==> config.mk <==
export PLATFORM = sky130hd
export DESIGN_NAME = mqtt_packet_deframer_flat
export DESIGN_NICKNAME = d
export VERILOG_FILES = /design/src/rtl/mqttd_pkg.sv /design/src/rtl/mqttd_rx_if.sv /design/src/rtl/mqttd_out_if.sv /design/src/rtl/mqttd_front.sv /design/src/rtl/mqttd_queue.sv /design/src/rtl/mqttd_back.sv /design/src/rtl/mqtt_packet_deframer.sv /design/src/flat_wrapper.sv
export SDC_FILE = /design/constraint.sdc
export NUM_CORES = 1
export LEC_CHECK = 0
export BUFFER_PORTS_ARGS = -buffer_cell sky130_fd_sc_hd__buf_2
export CAP_MARGIN = 20
export CORE_MARGIN = 1.5
export CORE_UTILIZATION = 44
export CTS_CLUSTER_DIAMETER = 60
export DETAILED_ROUTE_END_ITERATION = 10
export PLACE_DENSITY_LB_ADDON = 0.05
export SETUP_SLACK_MARGIN = 0.3
export SKIP_CTS_REPAIR_TIMING = 1
export SLEW_MARGIN = 20
export SYNTH_ARGS = -nofsm -noshare
export SYNTH_HDL_FRONTEND = slang
export SYNTH_SLANG_ARGS = --single-unit
==> constraint.sdc <==
create_clock -name clk -period 6.8 [get_ports clk]
set_input_delay 0.34 -clock clk [delete_from_list [all_inputs] [get_ports clk]]
set_output_delay 0.34 -clock clk [all_outputs]
set_load 0.03 [all_outputs]
==> src/rtl/mqttd_pkg.sv <==
// shared types, constants and helpers of the mqtt packet deframer
package mqttd_pkg;

    localparam int QUEUE_DEPTH_DEF = 4;

    localparam logic [7:0] MAX_LEN_RESET    = 8'd128;
    localparam logic [1:0] ADDR_MAX_LEN     = 2'd0;

    localparam logic [3:0] TYPE_PUB_NIBBLE  = 4'h3;
    localparam logic [7:0] TYPE_CONNACK     = 8'h20;
    localparam logic [7:0] TYPE_PUBACK      = 8'h40;
    localparam logic [7:0] TYPE_SUBACK      = 8'h90;
    localparam logic [7:0] TYPE_PINGRESP    = 8'hd0;

    localparam logic [8:0] HDR_LEN_SHORT    = 9'd2;
    localparam logic [8:0] HDR_LEN_LONG     = 9'd3;

    typedef enum logic [1:0] {
        MODE_HUNT = 2'd0,
        MODE_PASS = 2'd1,
        MODE_DROP = 2'd2
    } mode_t;

    typedef struct packed {
        logic [7:0] data;
        logic       first;
        logic       last;
    } res_t;

    typedef struct packed {
        logic [1:0] count;
        res_t [2:0] res;
    } rec_t;

    function automatic logic is_type_byte(input logic [7:0] b);
        return (b[7:4] == TYPE_PUB_NIBBLE) || (b == TYPE_CONNACK) ||
               (b == TYPE_PUBACK) || (b == TYPE_SUBACK) || (b == TYPE_PINGRESP);
    endfunction

endpackage

==> src/rtl/mqttd_rx_if.sv <==
// receive byte channel
interface mqttd_rx_if;
    logic       valid;
    logic       ready;
    logic [7:0] rx_byte;

    modport source (output valid, output rx_byte, input ready);
    modport sink   (input valid, input rx_byte, output ready);
endinterface

==> src/rtl/mqttd_out_if.sv <==
// framed output byte channel
interface mqttd_out_if;
    logic       valid;
    logic       ready;
    logic [7:0] out_byte;
    logic       frame_first;
    logic       frame_last;
    logic       run_end;

    modport source (output valid, output out_byte, output frame_first, output frame_last,
                    output run_end, input ready);
    modport sink   (input valid, input out_byte, input frame_first, input frame_last,
                    input run_end, output ready);
endinterface

==> src/rtl/mqttd_front.sv <==
// front end: header hunt, length decode and frame accept or discard per byte
module mqttd_front
    import mqttd_pkg::*;
(
    input  logic        clk,
    input  logic        rst_n,
    input  logic [7:0]  max_len,
    mqttd_rx_if.sink    rx,
    input  logic        q_full,
    output logic        push,
    output rec_t        rec
);

    mode_t       mode_reg;
    mode_t       mode_next;
    logic [1:0]  hold_count_reg;
    logic [1:0]  hold_count_next;
    logic [7:0]  hold0_reg;
    logic [7:0]  hold0_next;
    logic [7:0]  hold1_reg;
    logic [7:0]  hold1_next;
    logic [7:0]  body_left_reg;
    logic [7:0]  body_left_next;
    logic [7:0]  discard_left_reg;
    logic [7:0]  discard_left_next;

    logic        fire;
    logic [7:0]  x;
    logic        pass_path;
    logic        drop_path;
    logic        hunt_path;
    logic [1:0]  hc_eff;
    logic [1:0]  hc_hunt;
    logic        settle;
    logic        hlen3;
    logic [7:0]  s_first;
    logic [7:0]  rem;
    logic [8:0]  total;
    logic        fits;

    assign rx.ready  = !q_full;
    assign fire      = rx.valid && rx.ready;
    assign x         = rx.rx_byte;
    assign pass_path = (mode_reg == MODE_PASS) && (body_left_reg != 8'd0);
    assign drop_path = (mode_reg == MODE_DROP) && (discard_left_reg != 8'd0);
    assign hunt_path = !pass_path && !drop_path;
    assign hc_eff    = (hold_count_reg == 2'd3) ? 2'd0 : hold_count_reg;

    // header hunt, including the restart after a bad second length byte
    always_comb
    begin
        hold0_next = hold0_reg;
        hold1_next = hold1_reg;
        hc_hunt    = hc_eff;
        settle     = 1'b0;
        hlen3      = 1'b0;
        s_first    = hold0_reg;
        rem        = 8'd0;
        case (hc_eff)
            2'd0:
            begin
                if (is_type_byte(x))
                begin
                    hold0_next = x;
                    hc_hunt    = 2'd1;
                end
            end
            2'd1:
            begin
                if (x[7])
                begin
                    hold1_next = x;
                    hc_hunt    = 2'd2;
                end
                else
                begin
                    settle = 1'b1;
                    rem    = {1'b0, x[6:0]};
                end
            end
            2'd2:
            begin
                if (x[7:1] != 7'd0)
                begin
                    if (is_type_byte(hold1_reg))
                    begin
                        hold0_next = hold1_reg;
                        s_first    = hold1_reg;
                        hc_hunt    = 2'd1;
                        if (x[7])
                        begin
                            hold1_next = x;
                            hc_hunt    = 2'd2;
                        end
                        else
                        begin
                            settle = 1'b1;
                            rem    = {1'b0, x[6:0]};
                        end
                    end
                    else if (is_type_byte(x))
                    begin
                        hold0_next = x;
                        hc_hunt    = 2'd1;
                    end
                    else
                    begin
                        hc_hunt = 2'd0;
                    end
                end
                else
                begin
                    settle = 1'b1;
                    hlen3  = 1'b1;
                    rem    = {x[0], hold1_reg[6:0]};
                end
            end
            default:
            begin
                hc_hunt = 2'd0;
            end
        endcase
        if (settle)
        begin
            hc_hunt = 2'd0;
        end
    end

    assign total = {1'b0, rem} + (hlen3 ? HDR_LEN_LONG : HDR_LEN_SHORT);
    assign fits  = total <= {1'b0, max_len};

    // next mode
    always_comb
    begin
        mode_next = MODE_HUNT;
        if (pass_path)
        begin
            mode_next = (body_left_reg == 8'd1) ? MODE_HUNT : MODE_PASS;
        end
        else if (drop_path)
        begin
            mode_next = (discard_left_reg == 8'd1) ? MODE_HUNT : MODE_DROP;
        end
        else if (settle && (rem != 8'd0))
        begin
            mode_next = fits ? MODE_PASS : MODE_DROP;
        end
    end

    // result words and counters
    always_comb
    begin
        rec               = '0;
        body_left_next    = body_left_reg;
        discard_left_next = discard_left_reg;
        hold_count_next   = hold_count_reg;
        if (pass_path)
        begin
            body_left_next     = body_left_reg - 8'd1;
            rec.count          = 2'd1;
            rec.res[0].data    = x;
            rec.res[0].last    = (body_left_reg == 8'd1);
        end
        else if (drop_path)
        begin
            discard_left_next = discard_left_reg - 8'd1;
        end
        else
        begin
            hold_count_next = hc_hunt;
            if (settle)
            begin
                if (fits)
                begin
                    body_left_next  = rem;
                    rec.res[0].data  = s_first;
                    rec.res[0].first = 1'b1;
                    if (hlen3)
                    begin
                        rec.count       = 2'd3;
                        rec.res[1].data = hold1_reg;
                        rec.res[2].data = x;
                        rec.res[2].last = (rem == 8'd0);
                    end
                    else
                    begin
                        rec.count       = 2'd2;
                        rec.res[1].data = x;
                        rec.res[1].last = (rem == 8'd0);
                    end
                end
                else
                begin
                    discard_left_next = rem;
                end
            end
        end
    end

    assign push = fire && (rec.count != 2'd0);

    always_ff @(posedge clk or negedge rst_n)
    begin
        if (!rst_n)
        begin
            mode_reg         <= MODE_HUNT;
            hold_count_reg   <= 2'd0;
            body_left_reg    <= 8'd0;
            discard_left_reg <= 8'd0;
        end
        else if (fire)
        begin
            mode_reg         <= mode_next;
            hold_count_reg   <= hold_count_next;
            body_left_reg    <= body_left_next;
            discard_left_reg <= discard_left_next;
        end
    end

    always_ff @(posedge clk)
    begin
        if (fire && hunt_path)
        begin
            hold0_reg <= hold0_next;
            hold1_reg <= hold1_next;
        end
    end

    a_hold_count_range: assert property (@(posedge clk) disable iff (!rst_n)
        hold_count_reg != 2'd3)
        else $error("hold count out of range");

    a_no_hold_in_body: assert property (@(posedge clk) disable iff (!rst_n)
        (mode_reg == MODE_PASS) || (mode_reg == MODE_DROP) |-> hold_count_reg == 2'd0)
        else $error("header bytes held during body");

endmodule

==> src/rtl/mqttd_queue.sv <==
// short queue of result records between front and back end
module mqttd_queue
    import mqttd_pkg::*;
#(
    parameter int DEPTH = QUEUE_DEPTH_DEF
)
(
    input  logic clk,
    input  logic rst_n,
    input  logic push,
    input  rec_t push_rec,
    output logic full,
    input  logic pop,
    output logic valid,
    output rec_t head
);

    localparam int PW = $clog2(DEPTH);
    localparam int CW = $clog2(DEPTH + 1);

    rec_t          mem [DEPTH];
    logic [PW-1:0] wr_ptr_reg;
    logic [PW-1:0] wr_ptr_next;
    logic [PW-1:0] rd_ptr_reg;
    logic [PW-1:0] rd_ptr_next;
    logic [CW-1:0] count_reg;
    logic [CW-1:0] count_next;

    assign full  = (count_reg == CW'(DEPTH));
    assign valid = (count_reg != '0);
    assign head  = mem[rd_ptr_reg];

    always_comb
    begin
        wr_ptr_next = wr_ptr_reg;
        rd_ptr_next = rd_ptr_reg;
        count_next  = count_reg;
        if (push)
        begin
            wr_ptr_next = (wr_ptr_reg == PW'(DEPTH - 1)) ? '0 : wr_ptr_reg + 1'b1;
        end
        if (pop)
        begin
            rd_ptr_next = (rd_ptr_reg == PW'(DEPTH - 1)) ? '0 : rd_ptr_reg + 1'b1;
        end
        if (push && !pop)
        begin
            count_next = count_reg + 1'b1;
        end
        else if (pop && !push)
        begin
            count_next = count_reg - 1'b1;
        end
    end

    always_ff @(posedge clk or negedge rst_n)
    begin
        if (!rst_n)
        begin
            wr_ptr_reg <= '0;
            rd_ptr_reg <= '0;
            count_reg  <= '0;
        end
        else
        begin
            wr_ptr_reg <= wr_ptr_next;
            rd_ptr_reg <= rd_ptr_next;
            count_reg  <= count_next;
        end
    end

    always_ff @(posedge clk)
    begin
        if (push)
        begin
            mem[wr_ptr_reg] <= push_rec;
        end
    end

    a_no_overflow: assert property (@(posedge clk) disable iff (!rst_n)
        push |-> !full)
        else $error("queue overflow");

    a_no_underflow: assert property (@(posedge clk) disable iff (!rst_n)
        pop |-> valid)
        else $error("queue underflow");

endmodule

==> src/rtl/mqttd_back.sv <==
// back end: sends the words of each record one per cycle while tx is ready
module mqttd_back
    import mqttd_pkg::*;
(
    input  logic        clk,
    input  logic        rst_n,
    input  logic        q_valid,
    input  rec_t        head,
    output logic        pop,
    mqttd_out_if.source tx
);

    logic [1:0] idx_reg;
    logic [1:0] idx_next;
    logic       last_res;
    logic       fire;

    assign last_res       = (idx_reg == (head.count - 2'd1));
    assign fire           = tx.valid && tx.ready;
    assign pop            = fire && last_res;

    assign tx.valid       = q_valid;
    assign tx.out_byte    = head.res[idx_reg].data;
    assign tx.frame_first = head.res[idx_reg].first;
    assign tx.frame_last  = head.res[idx_reg].last;
    assign tx.run_end     = last_res;

    always_comb
    begin
        idx_next = idx_reg;
        if (fire)
        begin
            idx_next = last_res ? 2'd0 : idx_reg + 2'd1;
        end
    end

    always_ff @(posedge clk or negedge rst_n)
    begin
        if (!rst_n)
        begin
            idx_reg <= 2'd0;
        end
        else
        begin
            idx_reg <= idx_next;
        end
    end

    a_first_not_run_end: assert property (@(posedge clk) disable iff (!rst_n)
        tx.valid && tx.frame_first |-> !tx.run_end)
        else $error("type byte closes its run");

endmodule

==> src/rtl/mqtt_packet_deframer.sv <==
// mqtt packet deframer top level
// Usage:
//   rx carries one received byte per word (valid/ready). Accepted frames come
//   out on tx one byte per word, with frame_first on the type byte,
//   frame_last on the byte that completes the frame and run_end on the last
//   word caused by one received byte.
//   The APB port holds max_packet_len at address 0 (reset 128); write it
//   only while the block is idle. pready is always high.
// Timing:
//   the front end takes one byte per cycle while the queue is not full and
//   writes at most one record per byte into a short queue; the back end sends
//   one word per cycle while tx is ready, the first word of a byte once its
//   record is registered in the queue. A header-settling byte gives up to
//   three words, absorbed by the queue; rx.ready falls only when the queue is
//   full. Body bytes flow at one byte per cycle while tx is ready.
// Reset:
//   rst_n clears the hunt state, counters and queue; no clearing pass.
//   When tx stalls the queue fills and rx.ready drops; nothing is lost.
module mqtt_packet_deframer
    import mqttd_pkg::*;
#(
    parameter int QUEUE_DEPTH = QUEUE_DEPTH_DEF
)
(
    input  logic        clk,
    input  logic        rst_n,
    input  logic        psel,
    input  logic        penable,
    input  logic        pwrite,
    input  logic [1:0]  paddr,
    input  logic [31:0] pwdata,
    output logic [31:0] prdata,
    output logic        pready,
    mqttd_rx_if.sink    rx,
    mqttd_out_if.source tx
);

    logic [7:0] max_len_reg;
    logic       cfg_wr;
    logic       push;
    rec_t       push_rec;
    logic       q_full;
    logic       q_valid;
    logic       pop;
    rec_t       head;

    assign pready = 1'b1;
    assign prdata = (paddr == ADDR_MAX_LEN) ? {24'd0, max_len_reg} : 32'd0;
    assign cfg_wr = psel && penable && pwrite && pready && (paddr == ADDR_MAX_LEN);

    always_ff @(posedge clk or negedge rst_n)
    begin
        if (!rst_n)
        begin
            max_len_reg <= MAX_LEN_RESET;
        end
        else if (cfg_wr)
        begin
            max_len_reg <= pwdata[7:0];
        end
    end

    mqttd_front u_front (
        .clk     (clk),
        .rst_n   (rst_n),
        .max_len (max_len_reg),
        .rx      (rx),
        .q_full  (q_full),
        .push    (push),
        .rec     (push_rec)
    );

    mqttd_queue #(
        .DEPTH (QUEUE_DEPTH)
    ) u_queue (
        .clk      (clk),
        .rst_n    (rst_n),
        .push     (push),
        .push_rec (push_rec),
        .full     (q_full),
        .pop      (pop),
        .valid    (q_valid),
        .head     (head)
    );

    mqttd_back u_back (
        .clk     (clk),
        .rst_n   (rst_n),
        .q_valid (q_valid),
        .head    (head),
        .pop     (pop),
        .tx      (tx)
    );

endmodule
==> src/flat_wrapper.sv <==
// flat-port wrapper written by rule: the top's interface ports become plain ports
module mqtt_packet_deframer_flat import mqttd_pkg::*;
#(
    parameter int QUEUE_DEPTH = QUEUE_DEPTH_DEF
)
  (clk, rst_n, psel, penable, pwrite, paddr, pwdata, prdata, pready, rx_valid, rx_rx_byte, rx_ready, tx_valid, tx_out_byte, tx_frame_first, tx_frame_last, tx_run_end, tx_ready);
  mqttd_rx_if rx_i ();
  mqttd_out_if tx_i ();
  input  logic clk;
  input  logic rst_n;
  input  logic psel;
  input  logic penable;
  input  logic pwrite;
  input  logic [1:0] paddr;
  input  logic [31:0] pwdata;
  output logic [31:0] prdata;
  output logic pready;
  input wire logic [$bits(rx_i.valid)-1:0] rx_valid;
  input wire logic [$bits(rx_i.rx_byte)-1:0] rx_rx_byte;
  output wire logic [$bits(rx_i.ready)-1:0] rx_ready;
  output wire logic [$bits(tx_i.valid)-1:0] tx_valid;
  output wire logic [$bits(tx_i.out_byte)-1:0] tx_out_byte;
  output wire logic [$bits(tx_i.frame_first)-1:0] tx_frame_first;
  output wire logic [$bits(tx_i.frame_last)-1:0] tx_frame_last;
  output wire logic [$bits(tx_i.run_end)-1:0] tx_run_end;
  input wire logic [$bits(tx_i.ready)-1:0] tx_ready;
  assign rx_i.valid = rx_valid;
  assign rx_i.rx_byte = rx_rx_byte;
  assign rx_ready = rx_i.ready;
  assign tx_valid = tx_i.valid;
  assign tx_out_byte = tx_i.out_byte;
  assign tx_frame_first = tx_i.frame_first;
  assign tx_frame_last = tx_i.frame_last;
  assign tx_run_end = tx_i.run_end;
  assign tx_i.ready = tx_ready;
  mqtt_packet_deframer #(.QUEUE_DEPTH(QUEUE_DEPTH)) u_core (.clk(clk), .rst_n(rst_n), .psel(psel), .penable(penable), .pwrite(pwrite), .paddr(paddr), .pwdata(pwdata), .prdata(prdata), .pready(pready), .rx(rx_i), .tx(tx_i));
endmodule
# Yosys cells after proc, flatten, opt, wreduce, memory -nomap -nowiden
# Memory sizes are Yosys's and may differ from the RTL's.
# Cells that the tools add are included.
dict set report op_classes {
  bitwise 2
  reduce_logical 47
  magnitude_cmp 2
  n_mux 75
  add_sub_neg 9
  n_eq_ne 25
}
# operator n
set op_table {}
lappend op_table {{8-bit 2-to-1 mux} 23}
lappend op_table {{10-bit 2-to-1 mux} 7}
lappend op_table {{8-bit one-hot mux with 2 select lines} 3}
lappend op_table {{9-bit 2-to-1 mux} 4}
lappend op_table {{8-bit == test (second input constant)} 4}
lappend op_table {{2-bit 2-to-1 mux} 16}
lappend op_table {{8-bit nonzero test} 3}
lappend op_table {{10-bit binary-select mux with 2-bit select} 1}
lappend op_table {{8-bit by 1-bit == test with 1-bit output (second input constant)} 2}
lappend op_table {{8-bit by 6-bit == test with 1-bit output (second input constant)} 2}
lappend op_table {{8-bit by 7-bit == test with 1-bit output (second input constant)} 2}
lappend op_table {{1-bit 2-to-1 mux} 16}
lappend op_table {{8-bit by 1-bit subtractor with 8-bit output (second input constant)} 2}
lappend op_table {{1-bit logical AND} 14}
lappend op_table {{2-bit nonzero test} 7}
lappend op_table {{4-bit AND reduction} 3}
lappend op_table {{2-bit == test (second input constant)} 5}
lappend op_table {{8-bit by 2-bit adder with 9-bit output} 1}
lappend op_table {{9-bit by 8-bit <= comparator with 1-bit output} 1}
lappend op_table {{4-bit by 2-bit == test with 1-bit output (second input constant)} 2}
lappend op_table {{8-bit zero test} 1}
lappend op_table {{1-bit logical OR} 8}
lappend op_table {{2-bit inequality test (second input constant)} 4}
lappend op_table {{7-bit 2-to-1 mux} 1}
lappend op_table {{17 further kinds} 28}
dict set report word_totals {
  out_inout_bits 46
  elab_cells 172
  mem_count 1
  mem_bits_rw 120
  register_bits 53
}
# memory depth width read_ports rd_clocked_by_memory_dff wr line_no
set mem_list {}
lappend mem_list {u_core.u_queue.mem 4 30 1 0 1 mqttd_queue.sv:21} ;# rec_t mem [DEPTH];

# Depth between registers and ports, before layout
# Gate-level depths: netlist of the first run.
dict set report depth {
  word_depth 20
  mapped_depth 33
  mapped_depth_nobuf 31
}

# Modules after synthesis
# Synthesis of the first run repeated with hierarchy kept, for this count alone.
dict set report hier_totals {
  cells_unflattened 693
  area_unflattened_um2 9156.3
}
# module instances area_per_inst_um2 cells_each
set by_module_without_submodules {}
lappend by_module_without_submodules {mqttd_queue 1 5082.4 205}
lappend by_module_without_submodules {mqttd_front 1 3139.3 384}
lappend by_module_without_submodules {mqtt_packet_deframer 1 579.3 53}
lappend by_module_without_submodules {mqttd_back 1 355.3 51}

# Least setup slack after synthesis of the first run
# Ideal clock, no wire load.
dict set report synth_timing {
  path_type {reg2reg}
  from {register u_core.u_front.hold_count_reg[0]}
  to {memory u_core.u_queue.mem[0][0] in the netlist's numbering (enable)}
  stages_incl_launch_ff 28
  setup_ns 0.389
  required_time_ns 6.411
  slack_ns 1.499
  path_buffers 2
  t_arrival_ns 4.912
  cell_sequence {dfrtp_1 > inv_1 > ha_1 > buf_2 > nand4bb_1 > nor2_1 > nand2b_1 > clkbuf_1 > a21oi_1 > nand2_1 > a21o_1 > inv_1 > ha_1 > inv_1 > ha_1 > nor3_1 > a32o_1 > nand2_1 > xnor2_1 > ha_1 > a211oi_1 > nand2_1 > o2bb2ai_1 > o2111a_1 > a21boi_2 > o21ai_4 > inv_4 > and2_1}
}
dict set report synth_via {
  elab_chain_cells 15
  elab_cells_between_ends 19
}
# item line_no
set synth_rtl {}
lappend synth_rtl {{start, declared} mqttd_front.sv:16} ;# logic [1:0] hold_count_reg;
lappend synth_rtl {{start signal, assigned} mqttd_front.sv:214} ;# hold_count_reg <= hold_count_next;
lappend synth_rtl {{2-bit == test} mqttd_front.sv:47} ;# assign hc_eff = (hold_count_reg == 2'd3) ? 2'd0 : hold_count_reg;
lappend synth_rtl {{2-bit 2-to-1 mux *} mqttd_front.sv:47}
lappend synth_rtl {{2-bit == test} mqttd_front.sv:59} ;# case (hc_eff)
lappend synth_rtl {{1-bit 2-to-1 mux} mqttd_front.sv:59}
lappend synth_rtl {{1-bit 2-to-1 mux} {mqttd_front.sv:129, mqttd_front.sv:178}}
lappend synth_rtl {{8-bit by 2-bit adder with 9-bit output} mqttd_front.sv:129} ;# assign total = {1'b0, rem} + (hlen3 ? HDR_LEN_LONG : HDR_LEN_SHORT);
lappend synth_rtl {{9-bit by 8-bit <= comparator with 1-bit output} mqttd_front.sv:130} ;# assign fits = total <= {1'b0, max_len};
lappend synth_rtl {{10-bit 2-to-1 mux} mqttd_front.sv:173} ;# if (fits)
lappend synth_rtl {{10-bit 2-to-1 mux *} mqttd_front.sv:171} ;# if (settle)
lappend synth_rtl {{10-bit 2-to-1 mux *} mqttd_front.sv:164} ;# else if (drop_path)
lappend synth_rtl {{2-bit 2-to-1 mux *} mqttd_front.sv:157} ;# if (pass_path)
lappend synth_rtl {{2-bit nonzero test *} mqttd_front.sv:200} ;# assign push = fire && (rec.count != 2'd0);
lappend synth_rtl {{1-bit logical AND *} mqttd_front.sv:200}
lappend synth_rtl {{named net u_core.push} mqtt_packet_deframer.sv:40} ;# logic push;
lappend synth_rtl {{1-bit 2-to-1 mux *} mqttd_queue.sv:74} ;# if (push)
lappend synth_rtl {{1-bit 2-to-1 mux (implied by the code) *} mqttd_queue.sv:76} ;# mem[wr_ptr_reg] <= push_rec;
lappend synth_rtl {{end, declared} mqttd_queue.sv:21}
# Mark *: on every way through the listed nets, which the timed path passes. The rest lies on a longest branch.

# Worst setup path after layout of the first run
dict set report layout_timing {
  from {register u_core.u_front.hold_count_reg[0]}
  to {register u_core.u_queue.count_reg[2]}
}
dict set report layout_via {
  elab_chain_cells 16
  elab_cells_between_ends 22
}
# item line_no
set layout_rtl {}
lappend layout_rtl {{2-bit == test} mqttd_front.sv:47}
lappend layout_rtl {{2-bit 2-to-1 mux *} mqttd_front.sv:47}
lappend layout_rtl {{2-bit == test} mqttd_front.sv:59}
lappend layout_rtl {{1-bit 2-to-1 mux} mqttd_front.sv:59}
lappend layout_rtl {{1-bit 2-to-1 mux} {mqttd_front.sv:129, mqttd_front.sv:178}}
lappend layout_rtl {{8-bit by 2-bit adder with 9-bit output} mqttd_front.sv:129}
lappend layout_rtl {{9-bit by 8-bit <= comparator with 1-bit output} mqttd_front.sv:130}
lappend layout_rtl {{10-bit 2-to-1 mux} mqttd_front.sv:173}
lappend layout_rtl {{10-bit 2-to-1 mux *} mqttd_front.sv:171}
lappend layout_rtl {{10-bit 2-to-1 mux *} mqttd_front.sv:164}
lappend layout_rtl {{2-bit 2-to-1 mux *} mqttd_front.sv:157}
lappend layout_rtl {{2-bit nonzero test *} mqttd_front.sv:200}
lappend layout_rtl {{1-bit logical AND *} mqttd_front.sv:200}
lappend layout_rtl {{named net u_core.push} mqtt_packet_deframer.sv:40}
lappend layout_rtl {{1-bit zero test} mqttd_queue.sv:50} ;# else if (pop && !push)
lappend layout_rtl {{1-bit logical AND} mqttd_queue.sv:50}
lappend layout_rtl {{2-bit nonzero test (no line)} n/a}
lappend layout_rtl {{end signal, assigned} mqttd_queue.sv:68} ;# count_reg <= count_next;
lappend layout_rtl {{end, declared} mqttd_queue.sv:26} ;# logic [CW-1:0] count_reg;
# Marks and branches as above.
# A chain may end at the register's enable or synchronous reset.

==> results of run 1 <==
[power breakdown]
part	internal, mW	leakage, nW	switching (mW)	total [mW]
Sequential	1.37	1.67	0.142	1.51
Combinational	0.530	1.62	0.809	1.34
Clock	0.573	0.279	0.387	0.960
Total	2.47	3.57	1.34	3.81
[area by class of cell]
cell class                      instances  area (um2)  area share (%)
Sequential cell                       168        4863           51.24
Inverter                               48       183.9           1.938
Clock inverter                         14       156.4           1.648
Tap cell                              234       292.8           3.085
Clock buffer                           18       429.2           4.521
Multi-Input combinational cell        438        3281           34.56
Timing Repair Buffer                   53       285.3           3.006
[final timing paths]
| path | slack, ns | cells after the start | to |
|---|---|---|---|
| min reg2reg | 0.49 | 1 | u_core.u_queue.count_reg[2]$_DFFE_PN0P_ |
| max | 0.93 | 30 | u_core.u_queue.count_reg[2]$_DFFE_PN0P_ |
| min in group clk | 0.14 | 2 | u_core.max_len_reg[7]$_DFFE_PN1P_ |
| min | 0.03 | 1 | u_core.u_queue.count_reg[1]$_DFFE_PN0P_ |
| max reg2reg | 0.93 | 30 | u_core.u_queue.count_reg[2]$_DFFE_PN0P_ |
| max in group asynchronous | 6.19 | 1 | u_core.u_queue.rd_ptr_reg[0]$_DFFE_PN0P_ |
[metal layers]
metal	track usage, %	vias up
met3	3.375	33
met2	33.72	151
met5	0	-
met1	24.89	2662
met4	8.085	0
li1	-	2552
[cells in the mapped netlist, types with 5 or more instances]
cell type | n | area share [%]
clkbuf_1 | 14 | 0.62
o31ai_1 | 5 | 0.45
buf_2 | 5 | 0.30
edfxtp_1 | 131 | 47
a32o_1 | 6 | 0.71
nand4_1 | 5 | 0.37
xnor2_1 | 6 | 0.62
inv_1 | 46 | 2.0
mux4_2 | 29 | 7.7
mux2i_1 | 13 | 1.5
nor3_1 | 24 | 1.4
nor2_1 | 47 | 2.1
a31oi_1 | 6 | 0.45
buf_4 | 25 | 2.2
nor3b_1 | 5 | 0.45
dfrtp_1 | 36 | 11
o22ai_1 | 19 | 1.4
and2_1 | 7 | 0.52
mux2_2 | 10 | 1.3
a21oi_1 | 23 | 1.4
buf_1 | 6 | 0.27
nand2_1 | 45 | 2.0
o21ai_0 | 24 | 1.4
ha_1 | 23 | 3.4
nand3_1 | 16 | 0.95
[worst max-delay path, delay by kind of cell (launching register included)]
family	cells	cell delay (ns)
AOI/OAI and AO/OA	8	1.74
adders and majority gates	6	1.65
and+or+nand+nor	8	1.14
xor gates and xnor gates	3	0.45
buffers and inverters	5	0.42
DFF	1	0.40
[kinds of logic after synthesis]
kind of cell | count (synthesis) | share of synthesized area, %
simple gates | 171 | 10.00
flops | 168 | 57.66
compound gates | 126 | 10.51
buf+inv | 101 | 5.922
mux | 56 | 11.34
fa+ha+maj | 24 | 3.651
xor+xnor | 8 | 0.8311
other cells | 2 | 0.08908
[metrics by stage]
step / setup WS, ns / hold slack, ns / std cells / util (%)
finish: 0.9304 / 0.02743 / 973 / 50.57
global route: 0.3740 / 0.09265 / 973 / 50.57
CTS: 0.7657 / 0.05991 / 973 / 50.53
detailed placement: 0.8093 / 0.4877 / 941 / 47.41
global placement: 0.9564 / 0.4744 / 941 / 47.39
floorplan: 1.499 / 0.04441 / 707 / -
==> key figures, run 1 <==
Run
  • MaxCap Viol Count: 0

Finish
  • Layout area overhead: 12.59%
  • Largest Register: u_core.u_queue.mem
  • Fin nets: 799
  • Largest register FFs: approximately 120
  • ANT cells: 0
  • Fillcell total: ~1700
  • Commonest non-fill, non-tap cell in the layout: edfxtp_1
  • Most frequent cells in the layout: edfxtp_1 (131), conb_1 (53), nor2_1 (47)
  • Finished Cell Area: between 9000 and 10000 um2
  • Share of layout cells above drive strength 1: 19.49%

Floorplan
  • FP Rows: 50
  • Top-Level Pins: 95
  • Die X-Extent: roughly 140 um
  • Die Area: approximately 20000 um2
  • Initial core utilization: 44.92%
  • Die H: 141.4 um
  • CORE AREA: ~19000 um2

GRT
  • Initial antenna violation count: 0
  • First-pass GRT wire length: a little under 30000 um
  • Total global-route track usage: 19.68%
  • Vias in the first global route: approximately 5500
  • GRT overflow: 0
  • Pin count of the biggest net entering global routing: 38

Clocking
  • CTS Buf Count: 17
  • Clock-pin slew of the registers on the worst-case setup and hold paths: approximately 0.060 ns
  • Latest clock arrival within the worst-skew pair: between 0.4 and 0.5 ns
  • Max clock buf depth: 2
  • CTS root buffer: clkbuf_16
  • CTS H-tree lvls: 4
  • CTS tree: done
  • Clk sinks: 168

Placed design
  • Final HPWL from detailed placement: 12540 um
  • Placed Area: just under 9000 um2
  • Gp weighted congestion: between 0.8 and 0.9
  • IO buf count: 45

Routing
  • Max layer used: met4
  • Drt via density: 5.548
  • First-pass iteration count of the detailed router: 5
  • WL/cell: 19.16 um
  • DR iter-0 viols: approximately 350
  • Length of routed wiring on met1: between 8000 and 9000 um
  • Post-DRT Antenna Nets: 0
  • DR vias: 5398
  • DRC violations left: 0
  • Routed met2 length: roughly 9400 um
  • Met3 WL: 657 um
  • Total Routed Length: about 19000 um

Yosys
  • Mapped Cells: 656
  • YS warnings: 0
  • #FFs+latches synth: roughly 170
  • Post-synth EDFFs: 131
  • Post-synthesis sequential area ratio: between 50% and 60%
  • Mapped Avg Cell Area: 12.85 um2
  • Cell area after synthesis: about 8400 um2
  • FFs w/ async S/R, synth: between 20% and 30%
  • Ys flop type: edfxtp_1
  • Synth cell types: 74

Pwr
  • Total Power: approximately 3.8 mW
  • Worst IR Drop VDD: approximately 200 uV
  • Cell Pwr Density: about 400 nW/um2
  • P_leak: 3.573 nW

STA
  • Setup TNS: 0 ns
  • Final min period: roughly 5.9 ns
  • Slew of the pin with the lowest slew margin: between 0.8 and 0.9 ns
  • Number of setup violations in the final report: 0
  • Relative slew margins: between 40% and 50%
  • RSZ-0062 raised after global routing: false
  • Setup Skew: roughly 0.012 ns
  • Final Max Slew Viols: 0
  • Final Hold Fails: 0
  • Period utilization: 86.32%
  • Fmax: about 170 MHz

Run status
  • Run status: completed

Critical path
  • Crit path required time: roughly 7 ns
  • Critical path class: flop to flop
  • Worst setup startpoint: u_core.u_front.hold_count_reg[0]$_DFFE_PN0P_
  • CP arrival: slightly above 6 ns
  • Slowest cell on crit path: fa_1
  • Startpoint types: flop
  • Crit path max fanout: 10
  • CP peak stage delay: ~0.44 ns
  • RR Startpoint: u_core.u_front.hold_count_reg[0]$_DFFE_PN0P_
  • Worst setup EP type: flop

Hold path
  • Hold Path Class: input pin to asynchronous set/reset pin
(Power assumes the default switching activity.)
==> run 2, diff against run 1 <==
- HOLD_SLACK_MARGIN: default -> 0.15
==> key figures, run 2 (same netlist as run 1, synthesis figures left out) <==
Finish
  • Commonest non-fill, non-tap cell in the layout: edfxtp_1
  • Share of layout cells above drive strength 1: between 15 and 20%
  • Fin util: between 50% and 60%
  • Largest Register: u_core.u_queue.mem
  • ANT cells: 0
  • Seq. cell area: a little under 5000 um2
  • Largest register FFs: 116
  • Layout area overhead: 13.18%
  • Finished Cell Area: between 9000 and 10000 um2
  • Fin nets: approximately 800
  • Most frequent cells in the layout: edfxtp_1 (131), conb_1 (53), nor2_1 (47)
  • Area of the multi-input gates: about 3300 um2
  • Fillcell total: approximately 1700
  • Non-Filler Instances: 978

Pwr
  • Gate power share: 35.2%
  • Internal power: about 2.5 mW
  • Register share of total power: between 30% and 40%
  • Sw Ratio: 35.15%
  • Worst IR Drop VDD: approximately 200 uV
  • Total Power: between 3 and 4 mW
  • Clock network power share: between 20% and 30%
  • P_leak: between 3 and 4 nW
  • Cell Pwr Density: roughly 400 nW/um2
  • Sw Pwr: approximately 1.3 mW

STA
  • Setup Skew: 0.01225 ns
  • Fmax: 170.6 MHz
  • Final min period: between 5 and 6 ns
  • Slew of the pin with the lowest slew margin: 0.8487 ns
  • Setup TNS: 0 ns
  • Number of setup violations in the final report: 0
  • Final Max Slew Viols: 0
  • Final Hold Fails: 0
  • Period utilization: 86.19%
  • Relative slew margins: between 40% and 50%
  • RSZ-0062 raised after global routing: false

Placed design
  • IO buf count: 45
  • Gp weighted congestion: between 0.8 and 0.9
  • Final HPWL from detailed placement: 12540 um
  • # placed instances: 941
  • Placed Area: 8899 um2

GRT
  • First-pass GRT wire length: approximately 30000 um
  • GRT busiest layer: met2
  • GRT overflow: 0
  • Pin count of the biggest net entering global routing: 38
  • Total global-route track usage: between 15 and 20%
  • Met1 Track Usage GR: between 20 and 25%
  • Met2 usage in global routing: between 30% and 40%
  • Met3 usage: around 3.4%
  • Vias in the first global route: around 5500
  • Initial antenna violation count: 0

Floorplan
  • FP Rows: 50
  • CORE AREA: 18770 um2
  • Top-Level Pins: 95
  • Die H: about 140 um
  • Die X-Extent: about 140 um
  • Die Area: roughly 20000 um2
  • Initial core utilization: 44.92%

Clocking
  • CTS Buf Count: 17
  • CTS tree: done
  • Clock-pin slew of the registers on the worst-case setup and hold paths: around 0.07 ns
  • CTS H-tree lvls: 4
  • Max clock buf depth: 2
  • Latest clock arrival within the worst-skew pair: 0.42 ns
  • Clk sinks: approximately 170
  • CTS root buffer: clkbuf_16

Routing
  • DRC violations left: 0
  • First-pass iteration count of the detailed router: 5
  • DR vias: between 5000 and 6000
  • DR iter-0 viols: about 290
  • WL/cell: around 19 um
  • Post-DRT Antenna Nets: 0
  • Drt via density: 5.565
  • Total Routed Length: around 19000 um

Critical path
  • CP peak stage delay: approximately 0.44 ns
  • CP arrival: just over 6 ns
  • Startpoint types: flop
  • Slowest cell on crit path: fa_1
  • Crit path required time: slightly above 7 ns
  • Crit path max fanout: 10
  • Critical path class: flop to flop
  • Worst setup EP type: flop

Run
  • MaxCap Viol Count: 0

Hold path
  • Hold Path Class: input pin to flop

Run status
  • Run status: completed
-- run 2: changes by cell type in the layout (fill, tap and decap cells not counted) --
cell           before  now
dlygate4sd3_1       0    5
-- run 2: worst paths after layout --
check                           cells past startpoint                                          from                                  endpoint  slack, ns
worst min-delay path                                2                                     pwdata[5]         u_core.max_len_reg[5]$_DFFE_PN0P_       0.15
worst max register to register                     30  u_core.u_front.hold_count_reg[0]$_DFFE_PN0P_   u_core.u_queue.count_reg[2]$_DFFE_PN0P_       0.94
worst max-delay path                               30  u_core.u_front.hold_count_reg[0]$_DFFE_PN0P_   u_core.u_queue.count_reg[2]$_DFFE_PN0P_       0.94
min in group asynchronous                           2                                         rst_n   u_core.u_queue.count_reg[1]$_DFFE_PN0P_       0.57
worst min register to register                      1       u_core.u_queue.count_reg[2]$_DFFE_PN0P_   u_core.u_queue.count_reg[2]$_DFFE_PN0P_       0.49
max in group asynchronous                           2                                         rst_n  u_core.u_queue.rd_ptr_reg[0]$_DFFE_PN0P_       5.65
-- run 2: metal layers --
metal / vias up / part of all wire (%)
met5: - / 0
met4: 0 / 2.9
met3: 33 / 3.4
met2: 155 / 51
met1: 2698 / 43
li1: 2557 / -
-- run 2: cell type report --
cell class                 instances  share of cell area, %
sequential                       168                  50.97
multi-input combinational        438                  34.38
clock buffer                      18                  4.498
timing repair buffer              58                  3.514
tap                              234                  3.068
inverter                          48                  1.928
clock inverter                    14                  1.639
-- run 2: critical path, delay by kind of cell, from the launching register on --
family,cells,cell delay (ns)
simple gates,8,1.13
buf+inv,5,0.42
compound gates,8,1.74
fa+ha+maj,6,1.64
xor+xnor,3,0.45
flops,1,0.40
-- run 2: power groups by stage --
stage | logic [mW] | registers (mW) | clock network, mW
floorplan | 1.05 | 1.46 | 0
global placement | 1.33 | 1.53 | 0
detailed placement | 1.36 | 1.54 | 0
CTS | 1.36 | 1.52 | 0.981
global route | 1.48 | 1.54 | 1.03
finish | 1.34 | 1.51 | 0.960
-- run 2: per-stage QoR --
stage,worst slack [ns],hold WS (ns)
after global placement,0.9564,0.4744
after detailed placement,0.8093,0.4877
after CTS,0.7657,0.05991
final,0.9390,0.1505
after global routing,0.3740,0.1525
after floorplan,1.499,0.04441
